**src/sscd_pkg.sv**
```systemverilog
// ----------------------------------------------------------------------------
// Serial servo command decoder package
// Shared types, character codes, register indexes and the angle scaling
// function used by the decoder core and the top level.
// ----------------------------------------------------------------------------
package sscd_pkg;

  // Event code reported with every result item.
  typedef enum logic [2:0] {
    EV_NONE       = 3'd0,
    EV_LED_OFF    = 3'd1,
    EV_LED_ON     = 3'd2,
    EV_LED_TOGGLE = 3'd3,
    EV_COUNT      = 3'd4,
    EV_SERVO      = 3'd5,
    EV_ERROR      = 3'd6
  } sscd_event_t;

  // Configuration register indexes.
  localparam int unsigned CFG_IDX_W = 1;
  localparam logic [CFG_IDX_W-1:0] REG_ANGLE_LIMIT  = 1'b0;
  localparam logic [CFG_IDX_W-1:0] REG_PULSE_OFFSET = 1'b1;

  // Register reset values.
  localparam logic [7:0] ANGLE_LIMIT_RST  = 8'd180;
  localparam logic [9:0] PULSE_OFFSET_RST = 10'd44;

  // Character codes.
  localparam logic [7:0] CH_S     = 8'h73; // 's'
  localparam logic [7:0] CH_DOT   = 8'h2E; // '.'
  localparam logic [7:0] CH_A     = 8'h61; // 'a'
  localparam logic [7:0] CH_B     = 8'h62; // 'b'
  localparam logic [7:0] CH_C     = 8'h63; // 'c'
  localparam logic [7:0] CH_D     = 8'h64; // 'd'
  localparam logic [7:0] CH_ZERO  = 8'h30; // '0'
  localparam logic [7:0] CH_NINE  = 8'h39; // '9'

  // Reciprocal of nine scaled by 2^16, rounded up. Exact for dividends
  // below 2^15, far above the largest scaled angle of 1275.
  localparam logic [12:0] RECIP_NINE = 13'd7282;

  // One result item before it is packed onto the stream.
  typedef struct packed {
    logic [7:0]  echo_byte;
    logic        line_end;
    sscd_event_t event_res;
    logic        led_lit;
    logic [7:0]  servo_angle;
    logic [10:0] pulse_compare;
    logic [7:0]  byte_count;
  } sscd_result_t;

  // 5*angle/9 with integer truncation, by a constant multiply and shift.
  function automatic logic [7:0] scale_angle(input logic [7:0] angle);
    logic [10:0] times5;
    logic [23:0] prod;
    begin
      times5 = {1'b0, angle, 2'b00} + {3'b000, angle};
      prod   = {13'd0, times5} * {11'd0, RECIP_NINE};
      return prod[23:16];
    end
  endfunction

endpackage

```
**src/sscd_core.sv**
```systemverilog
// ----------------------------------------------------------------------------
// Serial servo command decoder core
// Holds the command state and works out the result for one received byte.
// The state advances only when an item is accepted.
// ----------------------------------------------------------------------------
module sscd_core
  import sscd_pkg::*;
(
  input  logic         clk,
  input  logic         rst_n,
  input  logic         fire,
  input  logic [7:0]   rx_byte,
  input  logic [7:0]   angle_limit,
  input  logic [9:0]   pulse_offset,
  output sscd_result_t res
);

  logic        number_mode_r, number_mode_nxt;
  logic [15:0] acc_r, acc_nxt;
  logic        led_r, led_nxt;
  logic [7:0]  angle_r, angle_nxt;
  logic [7:0]  count_r, count_nxt;

  logic        is_digit;
  logic [3:0]  digit;
  logic [15:0] acc_times10;
  logic [7:0]  clamped;
  logic        line_end;
  sscd_event_t ev;

  assign is_digit    = (rx_byte >= CH_ZERO) && (rx_byte <= CH_NINE);
  assign digit       = rx_byte[3:0];
  assign acc_times10 = {acc_r[12:0], 3'b000} + {acc_r[14:0], 1'b0};
  assign count_nxt   = count_r + 8'd1;

  // The finished number is signed; negative values clamp to zero.
  always_comb begin
    if (acc_r[15]) begin
      clamped = 8'd0;
    end else if (acc_r[14:0] > {7'd0, angle_limit}) begin
      clamped = angle_limit;
    end else begin
      clamped = acc_r[7:0];
    end
  end

  always_comb begin
    number_mode_nxt = number_mode_r;
    acc_nxt         = acc_r;
    led_nxt         = led_r;
    angle_nxt       = angle_r;
    line_end        = 1'b0;
    ev              = EV_NONE;
    if (!number_mode_r) begin
      if (rx_byte == CH_S) begin
        number_mode_nxt = 1'b1;
      end else begin
        line_end = 1'b1;
        unique case (rx_byte)
          CH_A: begin
            led_nxt = 1'b0;
            ev      = EV_LED_OFF;
          end
          CH_B: begin
            led_nxt = 1'b1;
            ev      = EV_LED_ON;
          end
          CH_C: begin
            led_nxt = !led_r;
            ev      = EV_LED_TOGGLE;
          end
          CH_D: begin
            ev = EV_COUNT;
          end
          default: begin
            ev = EV_ERROR;
          end
        endcase
      end
    end else begin
      if (is_digit) begin
        acc_nxt = acc_times10 + {12'd0, digit};
      end else if (rx_byte == CH_DOT) begin
        angle_nxt       = clamped;
        acc_nxt         = 16'd0;
        number_mode_nxt = 1'b0;
        line_end        = 1'b1;
        ev              = EV_SERVO;
      end
    end
  end

  always_comb begin
    res.echo_byte     = rx_byte;
    res.line_end      = line_end;
    res.event_res     = ev;
    res.led_lit       = led_nxt;
    res.servo_angle   = angle_nxt;
    res.pulse_compare = {3'd0, scale_angle(angle_nxt)} + {1'b0, pulse_offset};
    res.byte_count    = count_nxt;
  end

  always_ff @(posedge clk) begin
    if (!rst_n) begin
      number_mode_r <= 1'b0;
      acc_r         <= 16'd0;
      led_r         <= 1'b0;
      angle_r       <= 8'd0;
      count_r       <= 8'd0;
    end else if (fire) begin
      number_mode_r <= number_mode_nxt;
      acc_r         <= acc_nxt;
      led_r         <= led_nxt;
      angle_r       <= angle_nxt;
      count_r       <= count_nxt;
    end
  end

endmodule

```
**src/serial_servo_command_decoder.sv**
```systemverilog
// ----------------------------------------------------------------------------
// Serial servo command decoder
// Decodes received serial bytes into LED, count report and servo angle
// commands, and reports one result item per byte.
// ----------------------------------------------------------------------------
// Each accepted byte's result is registered in the output register.
// Throughput: one byte per cycle while out_tready is high or no result is held;
// the output register accepts a new item in the same cycle its held result is taken.
// Reset (synchronous, rst_n low): command state idle, count and angle zero,
// LED off, angle_limit 180, pulse_offset 44, no result pending.
module serial_servo_command_decoder
  import sscd_pkg::*;
(
  input  logic                 clk,
  input  logic                 rst_n,
  // Received byte channel.
  input  logic                 in_tvalid,
  output logic                 in_tready,
  input  logic [7:0]           in_tdata,   // [7:0] rx_byte
  // Result channel.
  output logic                 out_tvalid,
  input  logic                 out_tready,
  // [7:0] echo_byte, [8] led_lit, [16:9] servo_angle,
  // [27:17] pulse_compare, [35:28] byte_count, [39:36] zero
  output logic [39:0]          out_tdata,
  output logic                 out_tlast,  // line_end
  output logic [2:0]           out_tuser,  // event_res
  // Configuration write port.
  input  logic                 cfg_we,
  input  logic [CFG_IDX_W-1:0] cfg_addr,
  input  logic [9:0]           cfg_wdata
);

  logic [7:0]   angle_limit_r;
  logic [9:0]   pulse_offset_r;
  logic         out_valid_r;
  sscd_result_t res_r;
  sscd_result_t res;
  logic         fire;

  assign in_tready = !out_valid_r || out_tready;
  assign fire      = in_tvalid && in_tready;

  sscd_core u_core (
    .clk          (clk),
    .rst_n        (rst_n),
    .fire         (fire),
    .rx_byte      (in_tdata),
    .angle_limit  (angle_limit_r),
    .pulse_offset (pulse_offset_r),
    .res          (res)
  );

  always_ff @(posedge clk) begin
    if (!rst_n) begin
      angle_limit_r  <= ANGLE_LIMIT_RST;
      pulse_offset_r <= PULSE_OFFSET_RST;
    end else if (cfg_we) begin
      unique case (cfg_addr)
        REG_ANGLE_LIMIT:  angle_limit_r  <= cfg_wdata[7:0];
        REG_PULSE_OFFSET: pulse_offset_r <= cfg_wdata;
        default: ;
      endcase
    end
  end

  always_ff @(posedge clk) begin
    if (!rst_n) begin
      out_valid_r <= 1'b0;
    end else if (fire) begin
      out_valid_r <= 1'b1;
    end else if (out_tready) begin
      out_valid_r <= 1'b0;
    end
  end

  always_ff @(posedge clk) begin
    if (fire) begin
      res_r <= res;
    end
  end

  assign out_tvalid = out_valid_r;
  assign out_tdata  = {4'd0, res_r.byte_count, res_r.pulse_compare, res_r.servo_angle,
                       res_r.led_lit, res_r.echo_byte};
  assign out_tlast  = res_r.line_end;
  assign out_tuser  = res_r.event_res;

`ifndef ASSERT_OFF
  a_reset_clears_valid: assert property (@(posedge clk) !rst_n |=> !out_tvalid)
    else $error("result valid after reset");

  a_accept_gives_result: assert property (@(posedge clk) disable iff (!rst_n)
    fire |=> out_tvalid)
    else $error("accepted item produced no result");

  a_servo_ends_line: assert property (@(posedge clk) disable iff (!rst_n)
    (out_tvalid && res_r.event_res == EV_SERVO) |-> res_r.line_end)
    else $error("servo set without line end");

  a_line_end_has_event: assert property (@(posedge clk) disable iff (!rst_n)
    (out_tvalid && res_r.line_end) |-> (res_r.event_res != EV_NONE))
    else $error("line end without an event");
`endif

endmodule
```
**config.mk**
```make
export PLATFORM = sky130hd
export DESIGN_NAME = serial_servo_command_decoder
export DESIGN_NICKNAME = d
export VERILOG_FILES = /design/src/sscd_pkg.sv /design/src/sscd_core.sv /design/src/serial_servo_command_decoder.sv
export SDC_FILE = /design/constraint.sdc
export NUM_CORES = 1
export LEC_CHECK = 0
export BUFFER_PORTS_ARGS = -buffer_cell sky130_fd_sc_hd__buf_2
export CAP_MARGIN = 10
export CORE_MARGIN = 10
export CORE_UTILIZATION = 40
export CTS_CLUSTER_DIAMETER = 150
export DETAILED_ROUTE_END_ITERATION = 10
export PLACE_DENSITY = 0.68
export SYNTH_ARGS = -nofsm -noshare
export SYNTH_HDL_FRONTEND = slang
export SYNTH_SLANG_ARGS = --single-unit
```
**constraint.sdc**
```tcl
create_clock -name clk -period 22.8 [get_ports clk]
set_clock_uncertainty 0.05 [all_clocks]
set_input_delay 0 -clock clk [delete_from_list [all_inputs] [get_ports clk]]
set_output_delay 0 -clock clk [all_outputs]
set_load 0.03 [all_outputs]
```
==> results.md <==
- The number of antenna violations at the first check in global routing came to 1.
- Yosys mapped a number of flops with a built-in enable equal to 40.
- After clock tree synthesis, the clock-pin slew on the worst setup and hold paths is 0.07 ns.
- The library cell used as clock root buffer is sky130_fd_sc_hd__clkbuf_16.
- Synthesis instantiated 67 different standard cells from the library.
- The congestion estimate from routability-driven global placement came to 0.880.
- The fraction of power consumed by sequential logic is 0.361.
- The count of mapped cells out of synthesis is 752.
- The worst path arrival time is 10.61 ns.
- Setup repair after global routing left no endpoint under its margin.
- The floorplan row count is 49.
- The most common library cell in the layout ignoring fill and taps is sky130_fd_sc_hd__ha_1.
- The endpoint of the lowest-slack register-to-register path is out_tdata[27]$_DFFE_PP_.
- In the final timing run, aggregate negative setup slack is 0 ns.
- Post-CTS repair changed the size of 0 cells.
- In the layout the commonest cells are sky130_fd_sc_hd__ha_1, sky130_fd_sc_hd__inv_1, sky130_fd_sc_hd__nand2_1.
- The first global-routing pass estimated 26.7 mm of wire.
- For this design the static power due to leakage is 4.16 nW.
- Setup violations remaining at the end of the flow were counted as 0.
- The H-tree was split into 3 levels.
- Counting tap cells, the placed design contains a total of 1036 instances.
- Of the available clock period, the critical path in the final layout requires 0.463.
- The worst-case headroom to the max-slew limit is 0.410.
- The type of the worst setup path is reg -> reg.
- Before antenna repair, the detailed router went through 4 iterations.
- Summed over all nets, the switching power comes to 0.169 mW.
- The hold violation count in the final report is 0.
- The logic gate share of total power is 0.304.
- Global routing finished with a remaining overflow of 0.
- The maximum buffer depth of the clock tree is 2.
- The total count of max-transition violations in the final report was 0.
- The number of global-route vias before repair is 5633.
- Entering global routing, the biggest net connects 58 pins.
- After synthesis, the share of flip-flops with an asynchronous set or reset is 0.
- The internal power of the cells totals 0.359 mW.
- The slowest stage of the critical path belongs to the cell sky130_fd_sc_hd__fa_1.
- Across the run, the number of max-cap violations was 0.
- The synthesized design contains 93 register bits.
- CTS saw 93 sinks.
- The number of top-level pins is 70.
- The total track usage is 0.134.
- For the worst setup path, the data required time is 22.86 ns.
- The startpoint identified for the worst register-to-register timing path is u_core.acc_r[2]$_SDFFE_PN0P_.
- Counting the buffers created by CTS gives 9.
- Port buffering added 65 buffers.
- The share of cells above drive strength 1 is 0.122.
- The maximum resistive drop on vdd is 0.0419 mV.
- The path class of the tightest hold or removal check is in -> reg.
- Dividing the detail-routed wire length by the instance count gives 14.8 um.
- The largest stage delay on the critical path is 0.55 ns.
- The count of nets left with antenna violations after detail routing is 0.
- The HPWL after detailed placement is 12.6 mm.
- The die outline height is 155 um.
- The final layout contains 1019 nets.
- The highest clock rate is 0.0948 GHz.
- The routed wire length is 16.0 mm.
- The floorplan step defined a die boundary enclosing 24200 um2.
- The slack of the worst reg-to-reg path is 12.25 ns.
- The hold-critical path endpoint is angle_limit_r[1]$_SDFFE_PN0P_.
- Counting instances, the worst hold path has a depth of 4.
- sky130_fd_sc_hd__ha_1 takes more of the synthesized area than any other cell.
- Sorting the synthesized cells by area gives the leading types as sky130_fd_sc_hd__ha_1, sky130_fd_sc_hd__edfxtp_1, sky130_fd_sc_hd__dfxtp_1.
- Using the TritonRoute via totals, the vias-per-cell ratio works out to 5.08.
- The area share of the leading cell type in the synthesized netlist is 0.201.
- The number of inserted filler cells in the final layout is 1744.
- The latest clock arrival within the worst-skew pair is 0.35 ns.
- The maximum fanout count along the critical path is 8.
- The kind of capture point of the worst setup path is a register.
- The share of the yosys chip area belonging to registers is 0.308.
- The finished layout holds 1077 standard cells, fillers aside.
- The run finished with clean final reports.
- During synthesis, Yosys emitted a total of 0 warnings.
- The violation count after the first detailed-routing iteration is 304.
- The beginning of the worst hold path is cfg_we.
- The detailed router placed 5467 vias in this run.
- Dividing the synthesized area by the synthesized cell count gives 9.76 um2.
- The switching power as a share of total power is 0.320.
- For this run, design rule violations remaining after detail routing come to 0.
- The clock network power share is 0.335.
- The post-layout minimum cycle time is 10.55 ns.
- The critical path launch point is u_core.acc_r[2]$_SDFFE_PN0P_.
- From synthesis to final layout, the design area changed by 15.8%.
- The most used flip-flop cell after synthesis is sky130_fd_sc_hd__dfxtp_1.
- For this configuration, the core starts out at a cell density of 0.407.
- The category of the worst setup path launch point is a register.
- The cell area that synthesis handed to floorplanning was 7340 um2.
- Power spread over the standard cell area amounts to 62.1 nW/um2.
- The die is 155 um wide.
- For the pin with the worst max-slew slack, the measured transition is 0.882 ns.
- The CTS tree is built.
- The core region is 18000 um2.
- The cell count of the worst reg-to-reg path is 41.
## worst max-delay path, delay by kind of cell (launching register included)
kind	cells	cell delay, ns
AOI/OAI and AO/OA	17	3.87
muxes	1	0.20
adders and majority gates	9	3.61
buffers and inverters	4	0.41
xor gates and xnor gates	1	0.43
DFF	1	0.44
and+or+nand+nor	9	1.29
## registers in the layout, indices dropped and copies added, names as in the netlist
name and flops:
angle_limit_r 8, out_tdata 36, out_tlast 1, out_tuser 3
out_tvalid 1, pulse_offset_r 10, u_core.acc_r 16, u_core.angle_r 8
u_core.count_r 8, u_core.led_r 1, u_core.number_mode_r 1
## kinds of logic (layout without fill, tap and decap cells)
| kind of cell | count (synthesis) | after routing | share of synthesized area |
|---|---|---|---|
| DFF | 93 | 93 | 0.308 |
| buffers and inverters | 115 | 207 | 0.0629 |
| muxes | 10 | 10 | 0.0136 |
| adders and majority gates | 153 | 153 | 0.297 |
| other | 1 | 5 | 0.000511 |
| and+or+nand+nor | 187 | 187 | 0.126 |
| xor gates and xnor gates | 49 | 49 | 0.0585 |
| AOI/OAI and AO/OA | 144 | 144 | 0.134 |
## layout make-up
class | count | area, um2 | area share
diodes | 1 | 2.50 | 0.000295
clock buffers | 9 | 225 | 0.0265
clock inverters | 7 | 129 | 0.0152
inverters | 98 | 368 | 0.0433
multi-input cells | 547 | 4620 | 0.544
flip-flops and latches | 93 | 2260 | 0.266
well taps | 229 | 287 | 0.0337
repair buffers | 93 | 596 | 0.0701
## what timing repair did
| action | in CTS | in global routing |
|---|---|---|
| hold buffers | 24 | 0 |
| endpoints found under the hold margin | 29 | 0 |
| setup buffers | 0 | 0 |
## metal layers
layer | up-vias | track usage | part of all wire | wire, um
met5 | - | 0 | 0 | 0
met4 | 0 | 0.0495 | 0.021 | 337
met3 | 24 | 0.0204 | 0.023 | 364
met2 | 64 | 0.241 | 0.51 | 8210
met1 | 2616 | 0.158 | 0.44 | 7060
li1 | 2763 | - | - | -
## metrics by stage
| step | hold slack [ns] | total power [mW] | util | setup WS, ns | area, um2 |
|---|---|---|---|---|---|
| finish | 0.0444 | 0.527 | 0.471 | 12.25 | 8490 |
| global route | 0.0822 | 0.563 | 0.471 | 11.41 | 8490 |
| CTS | 0.0268 | 0.535 | 0.471 | 12.24 | 8490 |
| detailed placement | 0.161 | 0.352 | 0.438 | 12.32 | 7900 |
| global placement | 0.156 | 0.350 | 0.438 | 12.64 | 7900 |
| floorplan | 0.0489 | 0.313 | - | 13.35 | 7350 |
## power by group through the flow
stage | registers [mW] | logic [mW] | clock network (mW)
2_1_floorplan | 0.210 | 0.104 | 0
3_3_place_gp | 0.194 | 0.156 | 0
3_5_place_dp | 0.194 | 0.158 | 0
4_1_cts | 0.191 | 0.163 | 0.182
5_1_grt | 0.191 | 0.184 | 0.187
6_report | 0.190 | 0.160 | 0.177
## Yosys cell counts, drive strengths merged, types with 10 or more instances
cell type  number
nand3          19
inv            98
mux2i          10
o21ai          25
edfxtp         40
nor2           54
ha            118
fa             35
xor2           19
nand2          67
dfxtp          53
a22oi          10
xnor2          30
a21oi          45
a21o           14
## worst max-delay path by stage
stage | to
CTS | out_tdata[27]$_DFFE_PP_
global placement | out_tdata[27]$_DFFE_PP_
finish | out_tdata[27]$_DFFE_PP_
floorplan | out_tdata[27]$_DFFE_PP_
global route | out_tdata[27]$_DFFE_PP_
detailed placement | out_tdata[27]$_DFFE_PP_
Power figures use the tool's default switching activity.
